==> config.mk <==
export PLATFORM = sky130hd
export DESIGN_NAME = touch_key_qualifier_and_action
export DESIGN_NICKNAME = d
export VERILOG_FILES = /design/src/hdl/tkqa_pkg.sv /design/src/hdl/tkqa_step.sv /design/src/hdl/touch_key_qualifier_and_action.sv
export VERILOG_INCLUDE_DIRS = /design/src /design/src/hdl
export SDC_FILE = /design/constraint.sdc
export NUM_CORES = 1
export LEC_CHECK = 0
export BUFFER_PORTS_ARGS = -buffer_cell sky130_fd_sc_hd__clkbuf_2
export CORE_AREA = 8 8 148 150
export CTS_CLUSTER_SIZE = 16
export DETAILED_ROUTE_END_ITERATION = 12
export DIE_AREA = 0 0 156 158
export HOLD_SLACK_MARGIN = 0.1
export PLACE_DENSITY_LB_ADDON = 0.25
export SLEW_MARGIN = 20
export SYNTH_ARGS = -nofsm -noshare
export SYNTH_HDL_FRONTEND = slang
export SYNTH_HIERARCHICAL = 1
export SYNTH_SLANG_ARGS = --single-unit
==> constraint.sdc <==
create_clock -name i_clk -period 6.75 [get_ports i_clk]
set_clock_uncertainty 0.05 [all_clocks]
set_input_delay 1.0125 -clock i_clk [delete_from_list [all_inputs] [get_ports i_clk]]
set_output_delay 1.0125 -clock i_clk [all_outputs]
set_load 0.02 [all_outputs]
==> src/hdl/assert_macros.svh <==
// assertion helpers shared by the rtl
`ifndef ASSERT_MACROS_SVH
`define ASSERT_MACROS_SVH

// implication checked on every clock edge outside reset
`define ASSERT_CLK(label, prop, msg) \
    label: assert property (@(posedge i_clk) disable iff (!i_rst_n) prop) else $error(msg);

// invariant checked on every clock edge outside reset
`define ASSERT_ALWAYS(label, expr, msg) \
    label: assert property (@(posedge i_clk) disable iff (!i_rst_n) (expr)) else $error(msg);

`endif

==> src/hdl/tkqa_pkg.sv <==
`timescale 1ns / 1ps

package tkqa_pkg;

    // key codes, dense numbering
    typedef enum logic [4:0] {
        KEY_NONE      = 5'd0,
        KEY_FLEXR     = 5'd1,
        KEY_TIMER     = 5'd2,
        KEY_BOOST     = 5'd3,
        KEY_FLEXL     = 5'd4,
        KEY_PAUSE     = 5'd5,
        KEY_LF        = 5'd6,
        KEY_AUTOPOT   = 5'd7,
        KEY_LOCK      = 5'd8,
        KEY_LR        = 5'd9,
        KEY_POWER     = 5'd10,
        KEY_POWERLONG = 5'd11,
        KEY_RR        = 5'd12,
        KEY_RF        = 5'd13,
        KEY_LEVEL0    = 5'd14,
        KEY_LEVEL1    = 5'd15,
        KEY_LEVEL2    = 5'd16,
        KEY_LEVEL3    = 5'd17,
        KEY_LEVEL4    = 5'd18,
        KEY_LEVEL5    = 5'd19,
        KEY_LEVEL6    = 5'd20,
        KEY_LEVEL7    = 5'd21,
        KEY_LEVEL8    = 5'd22,
        KEY_LEVEL9    = 5'd23,
        KEY_TPLUS     = 5'd24,
        KEY_TMINUS    = 5'd25
    } t_key;

    typedef enum logic {
        OP_POLL   = 1'b0,
        OP_ACTION = 1'b1
    } t_op;

    // configuration register indexes
    typedef enum logic [1:0] {
        CFG_PRESS = 2'd0,
        CFG_LONG  = 2'd1
    } t_cfg_idx;

    localparam logic [7:0] PRESS_RESET = 8'd5;
    localparam logic [7:0] LONG_RESET  = 8'd50;

    // mode flag bit positions
    localparam int FLAG_LOCK    = 0;
    localparam int FLAG_AUTOPOT = 1;
    localparam int FLAG_PAUSE   = 2;
    localparam int FLAG_BOOST   = 3;
    localparam int FLAG_FLEXL   = 4;
    localparam int FLAG_FLEXR   = 5;

    typedef struct packed {
        t_op         opcode;
        logic        device_is_primary;
        logic [7:0]  touch_low;
        logic [7:0]  touch_high;
    } t_item;

    // chip 0 is the secondary chip, chip 1 the primary; low byte at 2i
    typedef struct packed {
        logic [3:0][7:0] last_pair;
        logic [1:0][7:0] stable_count;
        t_key            key;
        logic            busy;
        logic [5:0]      flags;
        logic [3:0]      select;
        logic [3:0][3:0] levels;
    } t_state;

    function automatic logic is_onehot8(input logic [7:0] b);
        return (b != 8'd0) && ((b & (b - 8'd1)) == 8'd0);
    endfunction

    function automatic logic [2:0] onehot_pos(input logic [7:0] b);
        logic [2:0] p;
        p = 3'd0;
        for (int i = 0; i < 8; i++) begin
            if (b[i]) begin
                p = 3'(i);
            end
        end
        return p;
    endfunction

    function automatic t_key prim_low_key(input logic [2:0] p);
        t_key k;
        case (p)
            3'd0:    k = KEY_FLEXR;
            3'd1:    k = KEY_TIMER;
            3'd2:    k = KEY_BOOST;
            3'd3:    k = KEY_FLEXL;
            3'd4:    k = KEY_PAUSE;
            3'd5:    k = KEY_LF;
            3'd6:    k = KEY_AUTOPOT;
            default: k = KEY_LOCK;
        endcase
        return k;
    endfunction

    function automatic t_key sec_low_key(input logic [2:0] p);
        t_key k;
        case (p)
            3'd0:    k = KEY_LEVEL9;
            3'd1:    k = KEY_LEVEL8;
            3'd2:    k = KEY_LEVEL7;
            3'd3:    k = KEY_LEVEL6;
            3'd4:    k = KEY_LEVEL5;
            3'd5:    k = KEY_LEVEL4;
            3'd6:    k = KEY_LEVEL3;
            default: k = KEY_LEVEL2;
        endcase
        return k;
    endfunction

    function automatic t_key prim_high_key(input logic [1:0] p);
        t_key k;
        case (p)
            2'd0:    k = KEY_LR;
            2'd1:    k = KEY_POWER;
            2'd2:    k = KEY_RR;
            default: k = KEY_RF;
        endcase
        return k;
    endfunction

    function automatic t_key sec_high_key(input logic [1:0] p);
        t_key k;
        case (p)
            2'd0:    k = KEY_LEVEL1;
            2'd1:    k = KEY_LEVEL0;
            2'd2:    k = KEY_TPLUS;
            default: k = KEY_TMINUS;
        endcase
        return k;
    endfunction

    // decode a stable pair into a key, keep the old key when nothing matches
    function automatic t_key decode_key(input logic primary, input logic [7:0] lo,
                                        input logic [7:0] hi, input logic is_long,
                                        input t_key key);
        logic [2:0] p;
        t_key       k;
        k = key;
        p = 3'd0;
        if (hi == 8'd0 && is_onehot8(lo)) begin
            p = onehot_pos(lo);
            k = primary ? prim_low_key(p) : sec_low_key(p);
        end
        if (lo == 8'd0 && is_onehot8(hi) && hi[7:4] == 4'd0) begin
            p = onehot_pos(hi);
            k = primary ? prim_high_key(p[1:0]) : sec_high_key(p[1:0]);
            if (primary && k == KEY_POWER && is_long) begin
                k = KEY_POWERLONG;
            end
        end
        return k;
    endfunction

endpackage

==> src/hdl/tkqa_step.sv <==
`timescale 1ns / 1ps

module tkqa_step import tkqa_pkg::*; (
    input  t_state     i_state,
    input  t_item      i_item,
    input  logic [7:0] i_press_threshold,
    input  logic [7:0] i_long_threshold,
    output t_state     o_state
);

    logic       w_idx;
    logic [7:0] w_lo;
    logic [7:0] w_hi;
    logic       w_same;
    logic [7:0] w_cnt;
    logic       w_is_long;
    logic       w_reach;
    logic [1:0] w_burner;
    logic [4:0] w_level;

    always_comb begin
        o_state   = i_state;
        w_idx     = i_item.device_is_primary;
        w_lo      = i_item.touch_low;
        w_hi      = i_item.touch_high;
        w_same    = (i_state.last_pair[{w_idx, 1'b0}] == w_lo) &&
                    (i_state.last_pair[{w_idx, 1'b1}] == w_hi);
        w_cnt     = i_state.stable_count[w_idx] + 8'd1;
        w_is_long = (w_cnt >= i_long_threshold);
        w_reach   = w_is_long || (w_cnt >= i_press_threshold);
        w_level   = 5'(i_state.key) - 5'(KEY_LEVEL0);
        // lowest selected burner wins, RF when only it is left
        w_burner  = i_state.select[0] ? 2'd0 :
                    i_state.select[1] ? 2'd1 :
                    i_state.select[2] ? 2'd2 : 2'd3;

        if (i_item.opcode == OP_POLL) begin
            // poll: stability count and key qualification
            if (w_lo == 8'd0 && w_hi == 8'd0) begin
                if (i_state.last_pair == '0) begin
                    o_state.key = KEY_NONE;
                end
                if (w_same) begin
                    o_state.stable_count[w_idx] = 8'd0;
                end
            end else if (w_same) begin
                o_state.stable_count[w_idx] = w_cnt;
                // a pair with both bytes set never decodes
                if ((w_lo == 8'd0 || w_hi == 8'd0) && w_reach) begin
                    o_state.key = decode_key(w_idx, w_lo, w_hi, w_is_long, i_state.key);
                end
            end
            o_state.last_pair[{w_idx, 1'b0}] = w_lo;
            o_state.last_pair[{w_idx, 1'b1}] = w_hi;
            if (o_state.key == KEY_NONE) begin
                o_state.busy = 1'b0;
            end
        end else if (!i_state.busy) begin
            // action on the held key
            unique case (i_state.key) inside
                KEY_LOCK: begin
                    o_state.flags[FLAG_LOCK] = ~i_state.flags[FLAG_LOCK];
                    o_state.busy = 1'b1;
                end
                KEY_AUTOPOT: begin
                    o_state.flags[FLAG_AUTOPOT] = ~i_state.flags[FLAG_AUTOPOT];
                    o_state.busy = 1'b1;
                end
                KEY_PAUSE: begin
                    o_state.flags[FLAG_PAUSE] = ~i_state.flags[FLAG_PAUSE];
                    o_state.busy = 1'b1;
                end
                KEY_BOOST: begin
                    o_state.flags[FLAG_BOOST] = ~i_state.flags[FLAG_BOOST];
                    o_state.busy = 1'b1;
                end
                KEY_TIMER: begin
                    o_state.busy = 1'b1;
                end
                KEY_FLEXL: begin
                    o_state.flags[FLAG_FLEXL] = ~i_state.flags[FLAG_FLEXL];
                    o_state.busy = 1'b1;
                end
                KEY_FLEXR: begin
                    o_state.flags[FLAG_FLEXR] = ~i_state.flags[FLAG_FLEXR];
                    o_state.busy = 1'b1;
                end
                KEY_LR: begin
                    o_state.select = 4'b0001;
                    o_state.busy   = 1'b1;
                end
                KEY_LF: begin
                    o_state.select = 4'b0010;
                    o_state.busy   = 1'b1;
                end
                KEY_RR: begin
                    o_state.select = 4'b0100;
                    o_state.busy   = 1'b1;
                end
                KEY_RF: begin
                    o_state.select = 4'b1000;
                    o_state.busy   = 1'b1;
                end
                [KEY_LEVEL0:KEY_LEVEL9]: begin
                    // level goes to one selected burner, which then drops out
                    if (i_state.select != 4'd0) begin
                        o_state.levels[w_burner] = w_level[3:0];
                        o_state.select[w_burner] = 1'b0;
                    end
                end
                default: begin
                end
            endcase
        end
    end

endmodule

==> src/hdl/touch_key_qualifier_and_action.sv <==
// an accepted item waits in the input register, and its result is then registered in the
// state/result register, which drives the result ports
// throughput: one item per cycle while i_out_ready does not stall the result register;
// the state update is a single combinational pass between the input register and the state/result register
// reset (synchronous, active low): key none, flags, selection, levels, stored pairs
// and counters cleared, thresholds back to 5 and 50
`timescale 1ns / 1ps
`include "assert_macros.svh"

module touch_key_qualifier_and_action import tkqa_pkg::*; (
    input  logic        i_clk,
    input  logic        i_rst_n,
    // configuration
    input  logic        i_cfg_valid,
    output logic        o_cfg_ready,
    input  logic [1:0]  i_cfg_index,
    input  logic [7:0]  i_cfg_data,
    // input items
    input  logic        i_in_valid,
    output logic        o_in_ready,
    input  logic        i_opcode,
    input  logic        i_device_is_primary,
    input  logic [7:0]  i_touch_low,
    input  logic [7:0]  i_touch_high,
    // results
    output logic        o_out_valid,
    input  logic        i_out_ready,
    output logic [4:0]  o_key_code,
    output logic        o_key_busy,
    output logic        o_lock_on,
    output logic        o_auto_pot_on,
    output logic        o_pause_on,
    output logic        o_boost_on,
    output logic        o_flex_left_on,
    output logic        o_flex_right_on,
    output logic [3:0]  o_burner_select,
    output logic [15:0] o_power_levels
);

    logic       r_in_valid;
    t_item      r_item;
    t_state     r_state;
    t_state     n_state;
    logic       r_out_valid;
    logic [7:0] r_press;
    logic [7:0] r_long;
    logic       w_adv;
    logic       w_levels_ok;

    // configuration writes are taken at once
    assign o_cfg_ready = 1'b1;

    always_ff @(posedge i_clk) begin
        if (!i_rst_n) begin
            r_press <= PRESS_RESET;
            r_long  <= LONG_RESET;
        end else if (i_cfg_valid) begin
            case (t_cfg_idx'(i_cfg_index))
                CFG_PRESS: r_press <= i_cfg_data;
                CFG_LONG:  r_long  <= i_cfg_data;
                default: begin
                end
            endcase
        end
    end

    // the held item moves on when the result slot is free or being drained
    assign w_adv      = r_in_valid && (!r_out_valid || i_out_ready);
    assign o_in_ready = !r_in_valid || w_adv;

    // input register
    always_ff @(posedge i_clk) begin
        if (!i_rst_n) begin
            r_in_valid <= 1'b0;
        end else if (o_in_ready) begin
            r_in_valid <= i_in_valid;
        end
    end

    always_ff @(posedge i_clk) begin
        if (o_in_ready && i_in_valid) begin
            r_item <= '{opcode: t_op'(i_opcode), device_is_primary: i_device_is_primary,
                        touch_low: i_touch_low, touch_high: i_touch_high};
        end
    end

    tkqa_step u_step (
        .i_state           (r_state),
        .i_item            (r_item),
        .i_press_threshold (r_press),
        .i_long_threshold  (r_long),
        .o_state           (n_state)
    );

    // state register doubles as the result register
    always_ff @(posedge i_clk) begin
        if (!i_rst_n) begin
            r_state     <= '0;
            r_out_valid <= 1'b0;
        end else if (w_adv) begin
            r_state     <= n_state;
            r_out_valid <= 1'b1;
        end else if (i_out_ready) begin
            r_out_valid <= 1'b0;
        end
    end

    // result fields
    assign o_out_valid     = r_out_valid;
    assign o_key_code      = 5'(r_state.key);
    assign o_key_busy      = r_state.busy;
    assign o_lock_on       = r_state.flags[FLAG_LOCK];
    assign o_auto_pot_on   = r_state.flags[FLAG_AUTOPOT];
    assign o_pause_on      = r_state.flags[FLAG_PAUSE];
    assign o_boost_on      = r_state.flags[FLAG_BOOST];
    assign o_flex_left_on  = r_state.flags[FLAG_FLEXL];
    assign o_flex_right_on = r_state.flags[FLAG_FLEXR];
    assign o_burner_select = r_state.select;
    assign o_power_levels  = r_state.levels;

    // every stored level stays within 0..9
    assign w_levels_ok = (r_state.levels[0] <= 4'd9) && (r_state.levels[1] <= 4'd9) &&
                         (r_state.levels[2] <= 4'd9) && (r_state.levels[3] <= 4'd9);

    // checks
    `ASSERT_ALWAYS(a_busy_needs_key, !r_state.busy || r_state.key != KEY_NONE, "busy without key")
    `ASSERT_ALWAYS(a_select_onehot0, $onehot0(r_state.select), "more than one burner selected")
    `ASSERT_CLK(a_state_holds, !w_adv |=> $stable(r_state), "state changed without a transfer")
    `ASSERT_ALWAYS(a_levels_range, w_levels_ok, "power level above nine")

endmodule
## Word level (Yosys, flattened, before mapping)

Index checks and enable logic that the tools add are counted.

- Flip-flop bits (word level): 116
- Logic and storage cells: 222
- Output and inout bits: 35

- Eq/ne operators: 24
- Multiplexer cells: 87
- Bitwise operators: 14
- Reductions and logical operators: 54
- Add/subtract/negate cells: 4
- Order comparisons: 12

Operator list:

| cell | count |
|---|---|
| 2-to-1 mux 5 bit | 17 |
| 2-to-1 mux 8 bit | 9 |
| bitwise mux 32 bit | 2 |
| 2-to-1 mux 21 bit | 3 |
| bitwise mux 16 bit | 2 |
| zero test 32 bit | 1 |
| zero test 8 bit | 4 |
| 2-to-1 mux 16 bit | 2 |
| 2-to-1 mux 2 bit | 15 |
| case mux 4 bit (7 select lines) | 1 |
| 2-to-1 mux 27 bit | 1 |
| 2-to-1 mux 3 bit | 9 |
| == test 5 x 4 -> 1 bit, second input constant | 5 |
| demux 8 bit (select 1 bit) | 3 |
| AND reduction 4 bit | 6 |
| case mux 3 bit (7 select lines) | 1 |
| == test 5 x 3 -> 1 bit, second input constant | 4 |
| 2-to-1 mux 20 bit | 1 |
| case mux 4 bit (5 select lines) | 1 |
| logical AND 1 bit | 17 |
| AND 16 bit | 1 |
| AND 8 bit | 2 |
| == test 8 bit | 2 |
| greater-or-equal comparator 8 bit | 2 |
| other kinds (41) | 84 |

## Depth between registers and ports, before layout

- Depth after elaboration: 32
- Gate-level depth with buffers: 19
- Depth with buffers taken out: 16

## Cells and area by module

Netlist, hierarchy kept.

By module, submodules not included:

| module | times used | sequential area each (µm²) | area each (µm²) | cells an instance |
|---|---|---|---|---|
| touch_key_qualifier_and_action | 1 | 2502.4 | 4682.0 | 467 |
| tkqa_step | 1 | 0.0 | 3005.4 | 400 |

## Least setup slack after synthesis

Ideal clock, no wire load.

- Path kind: reg-to-reg
- Start: register r_item[16] (netlist bit)
- End: register r_state, in the netlist o_key_busy
- Path buffers: 3
- Stages on the path, launching flop included: 20
- Path slack: 2.850 ns
- Required time: 6.582 ns
- Arrival: 3.732 ns
- Cell sequence: edfxtp_1 > buf_6 > buf_6 > clkbuf_1 > mux2_2 > and3_1 > nor2b_1 > nand2_1 > xor2_1 > ha_1 > and3_1 > nand3_1 > o21a_1 > o211a_1 > a2111oi_2 > o21ai_1 > a221oi_1 > a41oi_2 > nand2_1 > mux2i_1

- Cells in the longest elaborated chain, start to end: 14

Ends and longest elaborated chain:

| what | RTL line | source |
|---|---|---|
| from (decl) | touch_key_qualifier_and_action.sv:41 | `t_item r_item;` |
| from (signal assigned) | touch_key_qualifier_and_action.sv:82 | `r_item <= '{opcode: t_op'(i_opcode), device_is_primary: i_device_is_primary,` |
| 2-to-1 mux 8 bit (implied by the code) (2 in series) | tkqa_step.sv:28 | `w_cnt = i_state.stable_count[w_idx] + 8'd1;` |
| adder 8 x 1 -> 8 bit | tkqa_step.sv:28 |  |
| greater-or-equal comparator 8 bit | tkqa_step.sv:29 | `w_is_long = (w_cnt >= i_long_threshold);` |
| logical AND 1 bit | tkqa_pkg.sv:157 | `if (primary && k == KEY_POWER && is_long) begin` |
| 2-to-1 mux 5 bit | tkqa_pkg.sv:157 |  |
| 2-to-1 mux 5 bit | tkqa_pkg.sv:154 | `if (lo == 8'd0 && is_onehot8(hi) && hi[7:4] == 4'd0) begin` |
| 2-to-1 mux 5 bit | tkqa_step.sv:49 | `if ((w_lo == 8'd0 \|\| w_hi == 8'd0) && w_reach) begin` |
| 2-to-1 mux 21 bit * | tkqa_step.sv:46 | `end else if (w_same) begin` |
| 2-to-1 mux 21 bit * | tkqa_step.sv:39 | `if (w_lo == 8'd0 && w_hi == 8'd0) begin` |
| 2-to-1 mux 21 bit * | tkqa_step.sv:37 | `if (i_item.opcode == OP_POLL) begin` |
| zero test 5 bit * | tkqa_step.sv:55 | `if (o_state.key == KEY_NONE) begin` |
| nonzero test 2 bit (no source line) * | - |  |
| AND reduction 2 bit (no source line) * | - |  |
| to (signal assigned) | touch_key_qualifier_and_action.sv:101 | `r_state <= n_state;` |
| to (decl) | touch_key_qualifier_and_action.sv:42 | `t_state r_state;` |

Mark *: on every way between the ends. The rest lies on a longest branch, timed or not. The select of a mux whose other input is x is not followed.
A chain may end at the register's enable or synchronous reset.

## Final worst setup path

Same ends and word-level chain as after synthesis.

==> results.toml <==
[place]
dp_hpwl_um = 11700
post-place-ws_ns = 2.50
port_buffers = 66
place_area_um2 = 7790
routabilityCongestion = 0.807
dpl.cell_count = 1125

[routing]
drtPass1Iterations = 4
post-route-drc-count = 0
route.vias.total = 5790
wl_um = 16800
drt-initial-drc-count = 227
wire_per_inst_um = 14.5
vias_per_cell = 5.00
antenna_left = 0

[global_routing]
grt_max_degree = 103
grt_pass1_wl_um = 28100
antenna_found_initial = 0
grt_use_total_pct = 14.1
grt-ovfl-total = 0
grt_pass1_vias = 5507

[worst_setup_path]
crit_fanout = 45
worstSetupStartpointType = "flip-flop"
r2r_end = "o_key_busy"
crit_type = "flip-flop to flip-flop"
rr_startpoint = "r_item[16]"
cp.required_ns = 6.97
critPathArrivalTime_ns = 4.51
crit_path_end_kind = "flip-flop"
timing.reg2reg.setup_slack_ns = 2.45
reg2reg_depth = 17

[cells_and_area]
fin_nets = 933
layoutNonFillerInstCount = 1157
drive_above_1_share_pct = 20.6
final_area_um2 = 8350
postLayoutCoreUtil_pct = 42.3
nFillCells = 2008
syn2layout_area_growth_pct = 8.58
diodes = 0

[pwr]
peakVddDrop_mv = 0.162
finalPower_mw = 1.74
p_per_area_nw_per_um2 = 209
p_clk_share_pct = 49.0
pwr-share-comb_pct = 8.4
switching_share_pct = 26.1
power_switching_uw = 455
seqPwrFrac_pct = 42.6
p_int_mw = 1.29
p_leak_nw = 3.30

[yosys]
syn-num-nets = 926
netlist_top_cells_count = "199 x nand2_1, 104 x mux2i_1, 98 x dfxtp_1"
yosysWarnings = 6
yosys.area.top_type = "dfxtp_1"
synth_area_leaders = "dfxtp_1 26%, mux2i_1 14%, nand2_1 9.7%"
ys_async_sr_fraction_pct = 0
netlist_instances = 867
ys_seq_area_share_pct = 32.6
synth_ff_type = "dfxtp_1"
synth_edf_count = 18
synth.distinct_cells = 64
ys_seq_elements = 116
yosysMostFrequentCell = "nand2_1"
synth_area_um2 = 7690
synth_area_per_cell_um2 = 8.87
synth_top_cell_area_share_pct = 25.5

[flow_run]
maxCapViolCount = 0

[cts]
holdBufCountCts = 0
clk_pin_slew_ns = 0.06
worst_skew_pair.late_latency_ns = 0.42
ctsHtreeMaxLevel = 4
cts.sinks = 116
root_buffer = "clkbuf_16"
cts_tree = "done"
cts_resized = 0
cts_buffer_depth = 2
cts_setup_buffers = 0
numCtsBuffers = 17

[sta]
finalCritPeriodShare_pct = 63.7
timing.final.ws_setup_ns = 2.45
clock.fmax_mhz = 233
final.min_clock_period_ns = 4.30
rsz0062_at_grt = "false"
drv_slew = 0
relSlewSlack_pct = 33.9
finalSetupTns_ns = 0
setup_viol = 0
hold_ws_ns = 0.408
worstMarginPinSlew_ns = 0.992
finalHoldViolCount = 0

[min_path]
hp-class = "flip-flop to flip-flop"
whs_path_depth = 2
hold_path_startpoint = "r_press[3]"
hold_end = "r_press[3]"

[status]
status = "finished, final reports clean"

[floorplan]
die_width_um = 156
die_y_um = 158
num_rows = 52
coreArea_um2 = 19700
initial_core_util_pct = 39.0
die_area_um2 = 24600
boundaryPins = 68
-- critical path, stage by stage, from the launching register on --
cell and delay, ns:
edfxtp_1 0.33, buf_4 0.49, mux2_2 0.31, and3_1 0.19
nor2b_1 0.22, nand2_1 0.10, xor2_1 0.20, ha_1 0.31
and3_1 0.18, nand3_1 0.08, o21a_1 0.20, o211a_1 0.19
a2111oi_2 0.38, o21ai_1 0.15, a221oi_1 0.44, a41oi_2 0.15
nand2_1 0.09, mux2i_1 0.08
-- state kept, by name, summed over array words and instances (netlist names) --
register,flops
r_state,48
r_item,18
o_power_levels,16
r_long,8
r_press,8
o_key_code,5
o_burner_select,4
o_auto_pot_on,1
o_boost_on,1
o_flex_left_on,1
o_flex_right_on,1
o_key_busy,1
o_lock_on,1
o_out_valid,1
o_pause_on,1
r_in_valid,1
-- metal layers --
| metal | GRT usage (%) | vias to the layer above | part of all wire [%] |
|---|---|---|---|
| li1 | - | 2975 | - |
| met1 | 18.1 | 2702 | 49 |
| met2 | 22.8 | 99 | 45 |
| met3 | 3.93 | 14 | 4.9 |
| met4 | 3.79 | 0 | 1.0 |
| met5 | 0 | - | 0 |
-- placed cells by master (no fill, tap or decap), drive strengths merged, types with 16 or more instances in the layout --
cell type,netlist,layout
xnor2,23,23
clkbuf,22,82
nand2,199,199
edfxtp,18,18
mux2i,104,104
ha,26,26
o21ai,32,32
inv,28,32
a21oi,17,17
nor2b,16,16
nor2,33,33
mux2,61,61
nor4,17,17
dfxtp,98,98
nand3,22,22
-- final cells by class --
type                            count  area [µm²]  area share (%)
Multi-Input combinational cell    639        4470            53.5
Sequential cell                   116        2500            30.0
Clock buffer                       17         425            5.10
Clock inverter                     15         131            1.57
Inverter                           28         105            1.26
Timing Repair Buffer               72         378            4.53
Tap cell                          270         338            4.05
-- worst max-delay path by stage --
stage                from         end  slack, ns  cells after the start
2_1_floorplan  r_item[16]  o_key_busy       2.85                     19
3_3_place_gp   r_item[16]  o_key_busy       2.60                     17
3_5_place_dp   r_item[16]  o_key_busy       2.50                     17
4_1_cts        r_item[16]  o_key_busy       2.48                     17
5_1_grt        r_item[16]  o_key_busy       2.02                     17
6_report       r_item[16]  o_key_busy       2.45                     17
-- power by group through the flow --
stage,Sequential (mW),Clock [mW],Combinational [mW]
6_report,0.742,0.854,0.146
5_1_grt,0.745,0.911,0.163
3_3_place_gp,0.757,0,0.147
4_1_cts,0.742,0.879,0.148
3_5_place_dp,0.757,0,0.148
2_1_floorplan,0.743,0,0.139
-- cells by family (layout without fill, tap and decap cells) --
family / after synthesis / in the layout / synth area share (%)
DFF: 116 / 116 / 32.6
buffers and inverters: 112 / 132 / 9.34
muxes: 165 / 165 / 22.5
adders and majority gates: 26 / 26 / 4.23
AOI/OAI and AO/OA: 91 / 91 / 7.89
xor gates and xnor gates: 32 / 32 / 3.65
other: 1 / 1 / 0.0488
and+or+nand+nor: 324 / 324 / 19.8
Power figures use the tool's default switching activity.
